## config.mk

```make
export PLATFORM = sky130hd
export DESIGN_NAME = source_line_classifier_top
export DESIGN_NICKNAME = d
export VERILOG_FILES = /design/src/hdl/slc_pkg.sv /design/src/hdl/slc_front.sv /design/src/hdl/slc_queue.sv /design/src/hdl/source_line_classifier_top.sv
export VERILOG_INCLUDE_DIRS = /design/src /design/src/hdl
export SDC_FILE = /design/constraint.sdc
export NUM_CORES = 1
export LEC_CHECK = 0
export ABC_CLOCK_PERIOD_IN_PS = 4170
export BUFFER_PORTS_ARGS = -buffer_cell sky130_fd_sc_hd__buf_2
export CAP_MARGIN = 20
export CORE_AREA = 2 2 70 72
export CTS_CLUSTER_SIZE = 40
export DETAILED_ROUTE_END_ITERATION = 8
export DIE_AREA = 0 0 72 74
export GPL_TIMING_DRIVEN = 0
export HOLD_SLACK_MARGIN = 0.06
export PLACE_DENSITY = 0.87
export SLEW_MARGIN = 5
export SYNTH_ARGS = -nofsm -noshare
export SYNTH_HDL_FRONTEND = slang
export SYNTH_SLANG_ARGS = --single-unit
```

## constraint.sdc

```tcl
create_clock -name clk -period 4.17 [get_ports clk]
set_clock_uncertainty 0.1 [all_clocks]
set_input_delay 0.834 -clock clk [delete_from_list [all_inputs] [get_ports clk]]
set_output_delay 0.834 -clock clk [all_outputs]
set_load 0.02 [all_outputs]
```

## src/hdl/source_line_classifier_top_assert.svh

```systemverilog
// ----------------------------------------------------------------------------
// Source line classifier assertion macros
// Shared assertion forms for the classifier top level; each macro collapses
// to nothing when NO_ASSERTIONS is defined.
// ----------------------------------------------------------------------------
`ifndef SOURCE_LINE_CLASSIFIER_TOP_ASSERT_SVH
`define SOURCE_LINE_CLASSIFIER_TOP_ASSERT_SVH
`ifndef NO_ASSERTIONS
// Same-cycle implication, sampled on clk, idle during reset.
`define SLC_ASSERT_SAME(label, ante, cons, msg) \
	label: assert property (@(posedge clk) disable iff (!arst_n) (ante) |-> (cons)) \
		else $error(msg);
// Next-cycle implication, sampled on clk, idle during reset.
`define SLC_ASSERT_NEXT(label, ante, cons, msg) \
	label: assert property (@(posedge clk) disable iff (!arst_n) (ante) |=> (cons)) \
		else $error(msg);
`else
`define SLC_ASSERT_SAME(label, ante, cons, msg)
`define SLC_ASSERT_NEXT(label, ante, cons, msg)
`endif
`endif

```

## src/hdl/slc_pkg.sv

```systemverilog
// ----------------------------------------------------------------------------
// Source line classifier package
// Shared types, codes and character constants of the line classifier.
// ----------------------------------------------------------------------------
package slc_pkg;

	// Language rule codes held in the mode register.
	localparam logic [1:0] MODE_C     = 2'd0;
	localparam logic [1:0] MODE_HASH  = 2'd1;
	localparam logic [1:0] MODE_PLAIN = 2'd2;

	// Register indexes of the configuration port.
	localparam logic REG_LANGUAGE_MODE = 1'b0;

	// Characters that the comment rules look for.
	localparam logic [7:0] CHAR_NEWLINE = 8'h0A;
	localparam logic [7:0] CHAR_SLASH   = 8'h2F;
	localparam logic [7:0] CHAR_STAR    = 8'h2A;
	localparam logic [7:0] CHAR_HASH    = 8'h23;
	localparam logic [7:0] CHAR_SPACE   = 8'h20;
	localparam logic [7:0] CHAR_TAB     = 8'h09;
	localparam logic [7:0] CHAR_CR      = 8'h0D;

	// Default depth of the queue between front and back.
	localparam int QUEUE_DEPTH_DEFAULT = 4;

	// Class of a finished line.
	typedef enum logic [1:0] {
		CLS_BLANK   = 2'd0,
		CLS_COMMENT = 2'd1,
		CLS_CODE    = 2'd2
	} line_class_t;

	// Write of one finished line into the queue.
	typedef struct packed {
		logic        wr;
		line_class_t cls;
	} cls_wr_t;

	// Space, tab, LF, VT, FF and CR count as whitespace.
	function automatic logic is_white(input logic [7:0] b);
		return (b == CHAR_SPACE) || ((b >= CHAR_TAB) && (b <= CHAR_CR));
	endfunction

endpackage

```

## src/hdl/slc_front.sv

```systemverilog
// ----------------------------------------------------------------------------
// Source line classifier front end
// Tracks the bytes of the current line and classifies it when it closes.
// ----------------------------------------------------------------------------
module slc_front import slc_pkg::*; (
	input  logic       clk,
	input  logic       arst_n,
	input  logic       in_accept,
	input  logic [7:0] char_byte,
	input  logic       last_of_file,
	input  logic [1:0] mode,
	output cls_wr_t    cls_wr
);

	// Line state.
	logic       blk_open_q;
	logic [1:0] nsc_q;
	logic [7:0] first_q;
	logic       dslash_q;
	logic [7:0] prev_q;
	logic       open_q;
	logic       close_q;

	// State after taking the current byte into the line.
	logic [1:0] nsc_n;
	logic [7:0] first_n;
	logic       dslash_n;
	logic       open_n;
	logic       close_n;

	// The line as it stands when it closes.
	logic       is_nl;
	logic [1:0] v_nsc;
	logic [7:0] v_first;
	logic       v_dslash;
	logic       v_open;
	logic       v_close;
	logic       emit;
	logic       blk_n;
	line_class_t cls;

	assign is_nl = (char_byte == CHAR_NEWLINE);
	assign emit  = in_accept && (is_nl || last_of_file);

	// Take one byte into the line state.
	always_comb begin
		open_n   = open_q  || ((prev_q == CHAR_SLASH) && (char_byte == CHAR_STAR));
		close_n  = close_q || ((prev_q == CHAR_STAR) && (char_byte == CHAR_SLASH));
		nsc_n    = nsc_q;
		first_n  = first_q;
		dslash_n = dslash_q;
		if (nsc_q == 2'd0) begin
			if (!is_white(char_byte)) begin
				first_n = char_byte;
				nsc_n   = 2'd1;
			end
		end else if (nsc_q == 2'd1) begin
			if ((first_q == CHAR_SLASH) && (char_byte == CHAR_SLASH)) begin
				dslash_n = 1'b1;
			end
			nsc_n = 2'd2;
		end
	end

	// A newline closes the line as it was; any other byte joins it first.
	always_comb begin
		v_nsc    = is_nl ? nsc_q    : nsc_n;
		v_first  = is_nl ? first_q  : first_n;
		v_dslash = is_nl ? dslash_q : dslash_n;
		v_open   = is_nl ? open_q   : open_n;
		v_close  = is_nl ? close_q  : close_n;
	end

	// Classify the closing line and work out the block comment flag.
	always_comb begin
		cls   = CLS_CODE;
		blk_n = blk_open_q;
		if (v_nsc == 2'd0) begin
			cls = CLS_BLANK;
		end else begin
			unique case (mode)
				MODE_C: begin
					if (blk_open_q) begin
						cls = CLS_COMMENT;
						if (v_close) begin
							blk_n = 1'b0;
						end
					end else if (v_dslash) begin
						cls = CLS_COMMENT;
					end else if (v_open) begin
						cls = CLS_COMMENT;
						if (!v_close) begin
							blk_n = 1'b1;
						end
					end else begin
						cls = CLS_CODE;
					end
				end
				MODE_HASH: begin
					cls = (v_first == CHAR_HASH) ? CLS_COMMENT : CLS_CODE;
				end
				default: begin
					cls = CLS_CODE;
				end
			endcase
		end
	end

	assign cls_wr.wr  = emit;
	assign cls_wr.cls = cls;

	// Line state registers; a closed line or the end of file starts afresh.
	always_ff @(posedge clk or negedge arst_n) begin
		if (!arst_n) begin
			blk_open_q <= 1'b0;
			nsc_q      <= 2'd0;
			first_q    <= '0;
			dslash_q   <= 1'b0;
			prev_q     <= '0;
			open_q     <= 1'b0;
			close_q    <= 1'b0;
		end else if (in_accept) begin
			if (last_of_file) begin
				blk_open_q <= 1'b0;
			end else if (emit) begin
				blk_open_q <= blk_n;
			end
			if (emit) begin
				nsc_q    <= 2'd0;
				first_q  <= '0;
				dslash_q <= 1'b0;
				prev_q   <= '0;
				open_q   <= 1'b0;
				close_q  <= 1'b0;
			end else begin
				nsc_q    <= nsc_n;
				first_q  <= first_n;
				dslash_q <= dslash_n;
				prev_q   <= char_byte;
				open_q   <= open_n;
				close_q  <= close_n;
			end
		end
	end

endmodule

```

## src/hdl/slc_queue.sv

```systemverilog
// ----------------------------------------------------------------------------
// Source line classifier result queue
// Holds finished line classes until the consumer pops them.
// ----------------------------------------------------------------------------
module slc_queue import slc_pkg::*; #(
	parameter int DEPTH = QUEUE_DEPTH_DEFAULT
) (
	input  logic        clk,
	input  logic        arst_n,
	input  cls_wr_t     cls_wr,
	input  logic        pop,
	output logic        full,
	output logic        empty,
	output line_class_t head
);

	localparam int PTR_W = (DEPTH > 1) ? $clog2(DEPTH) : 1;
	localparam int CNT_W = $clog2(DEPTH + 1);
	localparam logic [PTR_W-1:0] PTR_LAST = PTR_W'(DEPTH - 1);
	localparam logic [CNT_W-1:0] CNT_FULL = CNT_W'(DEPTH);

	line_class_t      mem_q [DEPTH];
	logic [PTR_W-1:0] wr_ptr_q;
	logic [PTR_W-1:0] rd_ptr_q;
	logic [CNT_W-1:0] count_q;
	logic             pop_ok;

	assign full   = (count_q == CNT_FULL);
	assign empty  = (count_q == '0);
	assign pop_ok = pop && !empty;
	assign head   = mem_q[rd_ptr_q];

	// Entry storage; the writer must write a word only while the queue has room, which the queue itself does not check.
	always_ff @(posedge clk) begin
		if (cls_wr.wr) begin
			mem_q[wr_ptr_q] <= cls_wr.cls;
		end
	end

	// Pointers and fill count.
	always_ff @(posedge clk or negedge arst_n) begin
		if (!arst_n) begin
			wr_ptr_q <= '0;
			rd_ptr_q <= '0;
			count_q  <= '0;
		end else begin
			if (cls_wr.wr) begin
				wr_ptr_q <= (wr_ptr_q == PTR_LAST) ? '0 : wr_ptr_q + 1'b1;
			end
			if (pop_ok) begin
				rd_ptr_q <= (rd_ptr_q == PTR_LAST) ? '0 : rd_ptr_q + 1'b1;
			end
			if (cls_wr.wr && !pop_ok) begin
				count_q <= count_q + 1'b1;
			end else if (!cls_wr.wr && pop_ok) begin
				count_q <= count_q - 1'b1;
			end
		end
	end

endmodule

```

## src/hdl/source_line_classifier_top.sv

```systemverilog
// Takes a file one byte per clock and gives one class word (blank, comment,
// code) per line. A byte is taken in every cycle in which the result queue is
// not full; the front end updates its line state for every accepted byte, which
// sets this rate of one byte per cycle. The class of a line is written into a
// QUEUE_DEPTH-entry queue in the cycle its newline or last byte is accepted and
// shows on the result ports once the lines ahead of it have been popped. The mode
// register should be written only while no line result is outstanding.
// ----------------------------------------------------------------------------
// Source line classifier top level
// Configuration port, classifying front end and result queue.
// ----------------------------------------------------------------------------
`include "source_line_classifier_top_assert.svh"
module source_line_classifier_top import slc_pkg::*; #(
	parameter int QUEUE_DEPTH = QUEUE_DEPTH_DEFAULT
) (
	input  logic        clk,
	input  logic        arst_n,
	// Byte input
	input  logic        push,
	output logic        full,
	input  logic [7:0]  char_byte,
	input  logic        last_of_file,
	// Class output
	output logic        empty,
	input  logic        pop,
	output logic [1:0]  line_class,
	// Configuration port
	input  logic        psel,
	input  logic        penable,
	input  logic        pwrite,
	input  logic [2:0]  paddr,
	input  logic [31:0] pwdata,
	output logic [31:0] prdata,
	output logic        pready
);

	logic [1:0]  mode_q;
	logic        in_accept;
	logic        reg_hit;
	cls_wr_t     cls_wr;
	line_class_t head;

	assign pready    = 1'b1;
	assign in_accept = push && !full;
	assign reg_hit   = (paddr[2] == REG_LANGUAGE_MODE);

	// Mode register.
	always_ff @(posedge clk or negedge arst_n) begin
		if (!arst_n) begin
			mode_q <= MODE_PLAIN;
		end else if (psel && penable && pwrite && pready && reg_hit) begin
			mode_q <= pwdata[1:0];
		end
	end

	// Register read back.
	assign prdata = reg_hit ? {30'd0, mode_q} : 32'd0;

	slc_front u_front (
		.clk          (clk),
		.arst_n       (arst_n),
		.in_accept    (in_accept),
		.char_byte    (char_byte),
		.last_of_file (last_of_file),
		.mode         (mode_q),
		.cls_wr       (cls_wr)
	);

	slc_queue #(
		.DEPTH (QUEUE_DEPTH)
	) u_queue (
		.clk    (clk),
		.arst_n (arst_n),
		.cls_wr (cls_wr),
		.pop    (pop),
		.full   (full),
		.empty  (empty),
		.head   (head)
	);

	assign line_class = head;

	// Checks.
	`SLC_ASSERT_SAME(a_newline_writes, in_accept && (char_byte == CHAR_NEWLINE), cls_wr.wr, "newline did not close a line")
	`SLC_ASSERT_SAME(a_last_writes, in_accept && last_of_file, cls_wr.wr, "last byte did not close a line")
	`SLC_ASSERT_NEXT(a_pop_frees, pop && !empty && !cls_wr.wr, !full, "queue still full after a pop")
	`SLC_ASSERT_NEXT(a_mode_write, psel && penable && pwrite && reg_hit, mode_q == $past(pwdata[1:0]), "mode write lost")

endmodule

```

# == Word level (Yosys, flattened, before mapping) ==
# Memories as Yosys holds them, arrays and structs flattened.
# Cells that the tools add are included.
# W data, S select, Z words.
# totals
ff_bits,31
elab_cells,101
in_bits,51
mem_bits_rw,8
output_inout_bits,37
mem_count,1
# classes
muxes,40
add_sub_neg,4
n_reduce_logical,28
n_lt_le_gt_ge,2
bitwise_logic,1
eq_ne,14
# mem_list
memory,depth,word_bits,rd,rd_ports_with_merged_regs,wr,line,rtl
u_queue.mem_q,4,2,1,0,1,slc_queue.sv:22,line_class_t mem_q [DEPTH];
# ops
cell,n
$eq A8 B6 Y1 const B,7
$mux W8,5
$mux W2,13
$mux W1,19
$logic_and A1 B1 Y1,12
$eq A8 B4 Y1 const B,1
$ge A8 B4 Y1 const B,1
$le A8 B4 Y1 const B,1
$logic_not A2 Y1,3
$mux W3,2
$reduce_bool A2 Y1,3
$add A2 B1 Y2 const B,2
$eq A2 B1 Y1 const B,2
$eq A2 B2 Y1 const B,2
$logic_not A1 Y1,4
$logic_or A1 B1 Y1,4
$pmux W2 S2,1
$reduce_and A4 Y1,1
$add A3 B1 Y3 const B,1
$eq A3 B3 Y1 const B,1
$logic_not A3 Y1,1
$sub A3 B1 Y3 const B,1
$ne A2 B2 Y1 const B,1
$not A1 Y1,1

# == Logic depth before layout (Yosys ltp) ==
# Gate-level depths: netlist of run 1.
# depth
word_depth,12
mapped_depth,10
depth_no_buf,10

# == Modules after synthesis ==
# A second synthesis of run 1 with hierarchy kept.
# unflattened
hier_cells,199
hier_area_um2,2222.1
# by_module_without_submodules
mod,area_per_inst_um2,instances,seq_area_each_um2,cells_each
slc_front,1132.3,1,550.5,111
slc_queue,720.7,1,415.4,47
source_line_classifier_top,369.1,1,51.3,41

# == Worst setup path before layout of run 1 ==
# OpenSTA, ideal clock, no wires.
# synth_path
path_type,input to register
start,input port char_byte[4]
end,register u_queue.count_q[2]
stages,10
t_arrival_ps,2890
n_path_buf,0
setup_slack_ps,1100
t_required_ps,3990
setup_time_ps,80
cell_sequence,or4b_4 nor3_1 nor2_1 nor2_2 ha_1 inv_1 fa_1 xor2_1 nor2_1 xnor2_1
# synth_rtl
item,line,rtl
from (decl),source_line_classifier_top.sv:21,"input logic [7:0] char_byte,"
to (signal assigned),slc_queue.sv:54,count_q <= count_q + 1'b1;
to (signal assigned),slc_queue.sv:56,count_q <= count_q - 1'b1;
to (decl),slc_queue.sv:25,logic [CNT_W-1:0] count_q;

==> metrics, run 1 <==
clk slew on worst S/H paths=0.07 ns; Syn Std Cell Area=0.00224 mm^2; Clk Latency, worst-skew pair=0.29 ns; crit-path cells=buf_2 -> or4b_4 -> nor3_1 -> nor2_1 -> nor2_2 -> ha_1 -> inv_1 -> fa_1 -> xor2_1 -> nor2_1 -> xnor2_1; CTS max path bufs=2; first-pass GRT wire length=7.23 mm; Simple-Gate Fraction of Synth Area=21.1%; total power per unit cell area=489 mW/mm^2; largest family of logic cells by synthesized area=simple AND/OR/NAND/NOR gates; RSZ-0062 raised after global routing=no; hold buffers post-CTS=0; initial antenna violation count=0; most frequent cell on the critical path=nor2_1; fin cells=327; detailed placement HPWL=3.22 mm; Synth top area share=33.5%; crit-path leading delay family=simple AND/OR/NAND/NOR gates; final hold slack=0.369 ns; htree depth=2; Seq cells post-synth=39; final hold viol count=0; clock tree from TritonCTS=built; CTS Sinks=39; Avg Vias per Cell=5.07; sequential area share after synthesis=45.4%; XOR/XNOR Fraction of Synth Area=1.17%; Netlist cell types=53; worst flop-to-flop path startpoint=u_queue.count_q[2]; Root Driver=clkbuf_8; leading area contributor after synthesis=dfrtp_1; Initial DRC Count=80; post-route setup TNS=0 ns; Worst Setup SP=char_byte[4]; # IOs=88; total gr overflow=0; slowest cell delay on critical path=0.58 ns; port bufs=23; n_diodes=0; CTS resizes=0; Post-DP Area=0.00253 mm^2; setup bufs post-CTS=0; drt wl/cell=12.8 um; final core utilization=56.8%; Layout area overhead=16.7%; core area=0.00460 mm^2; Post-synth ARST share=79.5%; number of synthesized flops with an enable pin=8; Overall Global Routing Usage=17.4%; Max Cap Viol=0; initial core utilization=48.7%; Placed Cells=319; Synth Area in Adders=4.25%; number of global-route vias before repair=1609; via count=1659; Crit path required time=4.29 ns; # setup viols final=0; fin crit share=76.1%; sum of buffers and inverters on the critical path=2; leakage=1.27 nW; compound-gate portion of the synthesized area=10.4%; Max-slew headroom=54.1%; fillers=428; worst-margin pin slew=0.688 ns; cell area after layout=0.00261 mm^2; HP Class=reg2reg; Routed Antenna Nets=0; share of cells above drive strength 1=28.6%; fmax=315 MHz; Final min period=3.17 ns; Worst setup EP type=register; post-synthesis mux area share=5.03%; hold wc startpoint=u_front.prev_q[5]; crit start category=input port; status=complete, no violations; top cells by area, synth=dfrtp_1 (34%), edfxtp_1 (11%), buf_4 (10%); CP arrival=3.29 ns; CP max FO=7; IR drop worst, VDD=277 uV; die area=0.00533 mm^2; critical path's slowest cell=or4b_4; Rows=25; die height=74 um; Crit Path Category=in2reg; ys flop type=dfrtp_1; yosys warns=0; drc violations=0; drt pass-1 iters=4; Synth Area per Inst=10.5 um^2; final net count=330; TritonCTS Buffers=5; fin. max-slew vios=0; largest net degree at the start of global routing=32; GPL Wtd Cong=0.802; Routed WL=4.19 mm; Die X=72 um; Post-Synthesis Cells=213
-- state kept, by name, summed over array words and instances, names as in the netlist --
register	cells
mode_q	2
u_front.blk_open_q	1
u_front.close_q	1
u_front.dslash_q	1
u_front.first_q	8
u_front.nsc_q	2
u_front.open_q	1
u_front.prev_q	8
u_queue.count_q	3
u_queue.mem_q	8
u_queue.rd_ptr_q	2
u_queue.wr_ptr_q	2
-- through the flow --
stage | setup slack [ns] | total power, mW
floorplan | 1.10 | 0.928
global placement | 0.772 | 1.02
detailed placement | 0.699 | 1.05
CTS | 0.997 | 1.29
global route | 0.845 | 1.37
finish | 0.997 | 1.28
-- cell usage in the layout, fill, tap and decap left out, types with 7 or more instances in the layout --
cell type	Yosys	routed
nand3b_1	7	7
dfrtp_1	30	30
buf_4	31	31
nand2_1	19	19
edfxtp_1	8	8
nor3_1	9	9
buf_2	1	24
nor2_1	10	10
conb_1	2	31
a22o_1	8	8
-- power breakdown --
part	leakage [nW]	internal (mW)	total, mW	switching (mW)
Clock	0.0426	0.115	0.238	0.123
Sequential	0.469	0.503	0.599	0.0959
Combinational	0.755	0.208	0.441	0.233
Total	1.27	0.826	1.28	0.451
-- final timing paths --
check / end / slack (ns) / cells past startpoint
min in group asynchronous: u_queue.wr_ptr_q[0] / 0.48 / 1
worst min-delay path: u_front.prev_q[5] / 0.37 / 2
worst max register to register: u_queue.count_q[2] / 1.85 / 10
worst max-delay path: u_queue.count_q[2] / 1.0 / 11
max in group asynchronous: u_front.prev_q[5] / 3.04 / 1
worst min register to register: u_front.prev_q[5] / 0.37 / 2
-- synth_stat cells (5+ instances only) --
master    count
and3_1        5
inv_1         6
nand3b_1      7
edfxtp_1      8
nor3_1        9
nor2_1       10
dfrtp_1      30
nand3_1       5
buf_4        31
mux2_2        6
ha_1          6
nand2_1      19
a21oi_1       5
a22o_1        8
-- routing by layer --
layer | GRT usage [%] | up-vias | part of all wire, %
met1 | 21.9 | 782 | 42
li1 | - | 822 | -
met2 | 30.8 | 49 | 52
met4 | 4.40 | 0 | 0.98
met5 | 0 | - | 0
met3 | 3.79 | 6 | 5.5
-- tightest hold or removal path, delay by kind of cell (launching register included) --
family        cells  cell delay, ns
flops             1            0.34
simple gates      2            0.10
-- cell families (layout without fill, tap and decap cells) --
logic type,count (synthesis),after routing
mux,8,8
simple gates,82,82
other cells,2,31
buf+inv,42,73
flops,39,39
compound gates,30,30
xor+xnor,3,3
fa+ha+maj,7,7
-- cell type report --
class | instances | area (um^2) | share of cell area (%)
tap | 54 | 67.6 | 2.59
multi-input combinational | 161 | 1050 | 40.4
timing repair buffer | 23 | 115 | 4.41
clock inverter | 2 | 8.76 | 0.335
buffer | 36 | 253 | 9.68
inverter | 6 | 22.5 | 0.862
sequential | 39 | 1020 | 39.0
clock buffer | 6 | 72.6 | 2.78
No activity file was read; power rests on OpenSTA's default activity.
==> run 2: changes to the inputs <==
ABC_CLOCK_PERIOD_IN_PS = 2820   (was 4170)
CORE_AREA = 2 2 75 77   (was 2 2 70 72)
DIE_AREA = 0 0 77 79   (was 0 0 72 74)
PLACE_DENSITY = 0.8   (was 0.87)
clock period = 2.82 ns   (was 4.17 ns; I/O delays follow)
==> metrics, run 2 (synthesized netlist as in run 1, its figures left out) <==
Combinational Power Share=33.0% (-1.5 points); # setup viols final=0 (unchanged); Clock Power Share=22.9% (+4.3 points); CTS Sinks=39 (unchanged); Power Internal=1.32 mW (+60%); leakage=1.29 nW (+1.7%); n_diodes=0 (unchanged); Reg power frac=44.2% (-2.7 points); first-pass GRT wire length=7.06 mm (-2.4%); largest net degree at the start of global routing=32 (unchanged); worst-margin pin slew=0.676 ns (-0.0119 ns); most frequent cells in the layout=buf_4 (32), conb_1 (31), dfrtp_1 (30); Layout area overhead=19.6%; via count=1622 (-2.2%); htree depth=2 (unchanged); drt wl/cell=12.1 um (-5.4%); CP max FO=5 (-2); Final Total Pwr=2.00 mW (+57%); crit start category=input port; die area=0.00608 mm^2 (+14%); Initial DRC Count=107 (+34%); Placed Cells=337 (+5.6%); GPL Wtd Cong=0.818 (+2.1%); drt pass-1 iters=4 (unchanged); Rows=27 (+8.0%); Crit path required time=2.95 ns (-1.34 ns); # IOs=88 (unchanged); initial core utilization=41.9% (-6.7 points); total gr overflow=0 (unchanged); detailed placement HPWL=3.19 mm (-0.85%); Routed WL=4.19 mm (about the same); clock tree from TritonCTS=built; CTS max path bufs=2 (unchanged); HP Class=in2async; Overall Global Routing Usage=14.6% (-2.8 points); final net count=331 (+0.30%); RSZ-0062 raised after global routing=no; core area=0.00534 mm^2 (+16%); Crit Path Category=in2reg; Root Driver=clkbuf_8; fin. max-slew vios=0 (unchanged); cell count of the worst reg-to-reg path=7 (-3); fin cells=346 (+5.8%); die height=79 um (+6.8%); Avg Vias per Cell=4.69 (-7.6%); cell area after layout=0.00268 mm^2 (+2.5%); Max-slew headroom=54.9% (+0.79 points); Clk Latency, worst-skew pair=0.30 ns (about the same); Post-DP Area=0.00255 mm^2 (+0.89%); fin crit share=96.0%; IR drop worst, VDD=398 uV (+44%); Max Cap Viol=0 (unchanged); number of global-route vias before repair=1514 (-5.9%); CP arrival=2.84 ns (-0.45 ns); fmax=369 MHz; biggest regs=u_front.first_q: 8 flops, u_front.prev_q: 8 flops, u_queue.mem_q: 8 flops; Sw Share=34.1% (-1.2 points); initial antenna violation count=0 (unchanged); hold buffers post-CTS=0 (unchanged); commonest non-fill, non-tap cell in the layout=buf_4; Reg2Reg Setup Slack=0.62 ns (-1.23 ns); final hold viol count=0 (unchanged); Reg2Reg Capture Point=u_queue.count_q[1]; Final min period=2.71 ns; status=complete, no violations; port bufs=23 (unchanged); TritonCTS Buffers=5 (unchanged); post-route setup TNS=0 ns (unchanged); Routed Antenna Nets=0 (unchanged); Die X=77 um (+6.9%); drc violations=0 (unchanged); clk slew on worst S/H paths=0.08 ns (about the same); worst flop-to-flop path startpoint=u_queue.count_q[0]; Switch Pwr=0.684 mW (+51%); Worst setup EP type=register; total power per unit cell area=748 mW/mm^2 (+53%); final hold slack=0.191 ns (-0.178 ns); share of cells above drive strength 1=29.6% (+0.99 points); fillers=507 (+18%)
run 2: cell count changes in the layout (fill, tap and decap cells not counted), sizes merged:
| cell | previous run | this run |
|---|---|---|
| buf | 56 | 57 |
| bufinv | 0 | 1 |
| clkbuf | 9 | 8 |
run 2: metrics by stage:
| step | setup slack [ns] | utilization, % |
|---|---|---|
| 2_1_floorplan | 0.0197 | - |
| 3_3_place_gp | -0.330 | 47.8 |
| 3_5_place_dp | -0.380 | 47.8 |
| 4_1_cts | 0.0408 | 50.0 |
| 5_1_grt | 0.0385 | 50.2 |
| 6_report | 0.113 | 50.2 |
run 2: area by class of cell:
cell class	count	area, um^2	share of cell area [%]
timing repair buffer	24	123	4.58
sequential	39	1020	38.0
buffer	36	253	9.44
multi-input combinational	161	1060	39.6
clock inverter	3	43.8	1.64
inverter	6	22.5	0.841
tap	72	90.1	3.36
clock buffer	5	68.8	2.57
run 2: layer usage:
metal | routed length, um | global-route usage (%)
met5 | 0 | 0
met3 | 197 | 3.52
met1 | 1950 | 19.2
met4 | 55 | 4.82
met2 | 1990 | 23.8
run 2: worst max path at each step:
stage | start | to | slack [ns] | cells after the start
finish | char_byte[4] | u_queue.count_q[2] | 0.11 | 11
global route | char_byte[4] | u_queue.count_q[2] | 0.04 | 11
CTS | char_byte[4] | u_queue.count_q[2] | 0.04 | 11
detailed placement | char_byte[4] | u_queue.count_q[2] | -0.38 | 11
global placement | char_byte[4] | u_queue.count_q[2] | -0.33 | 11
floorplan | char_byte[4] | u_queue.count_q[2] | 0.02 | 10
run 2: critical path, cell delays in order:
cell	delay [ns]
buf_2	0.13
or4b_4	0.57
nor3_1	0.23
nor2_1	0.17
nor2_4	0.16
ha_1	0.19
inv_1	0.06
fa_1	0.37
xor2_1	0.16
nor2_1	0.11
xnor2_1	0.12
run 2: power by group through the flow:
stage,registers [mW],logic [mW],clock network [mW]
6_report,0.884,0.660,0.458
5_1_grt,0.909,0.740,0.493
4_1_cts,0.884,0.662,0.465
3_5_place_dp,0.893,0.658,0
3_3_place_gp,0.885,0.630,0
2_1_floorplan,0.854,0.518,0
run 2: repair_timing:
item                                    4_1_cts  5_1_grt
buffers inserted                              0        1
resized for setup                             1        0
pin swaps                                     0        1
endpoints found under the hold margin         0        0
endpoints found under the setup margin        2        2
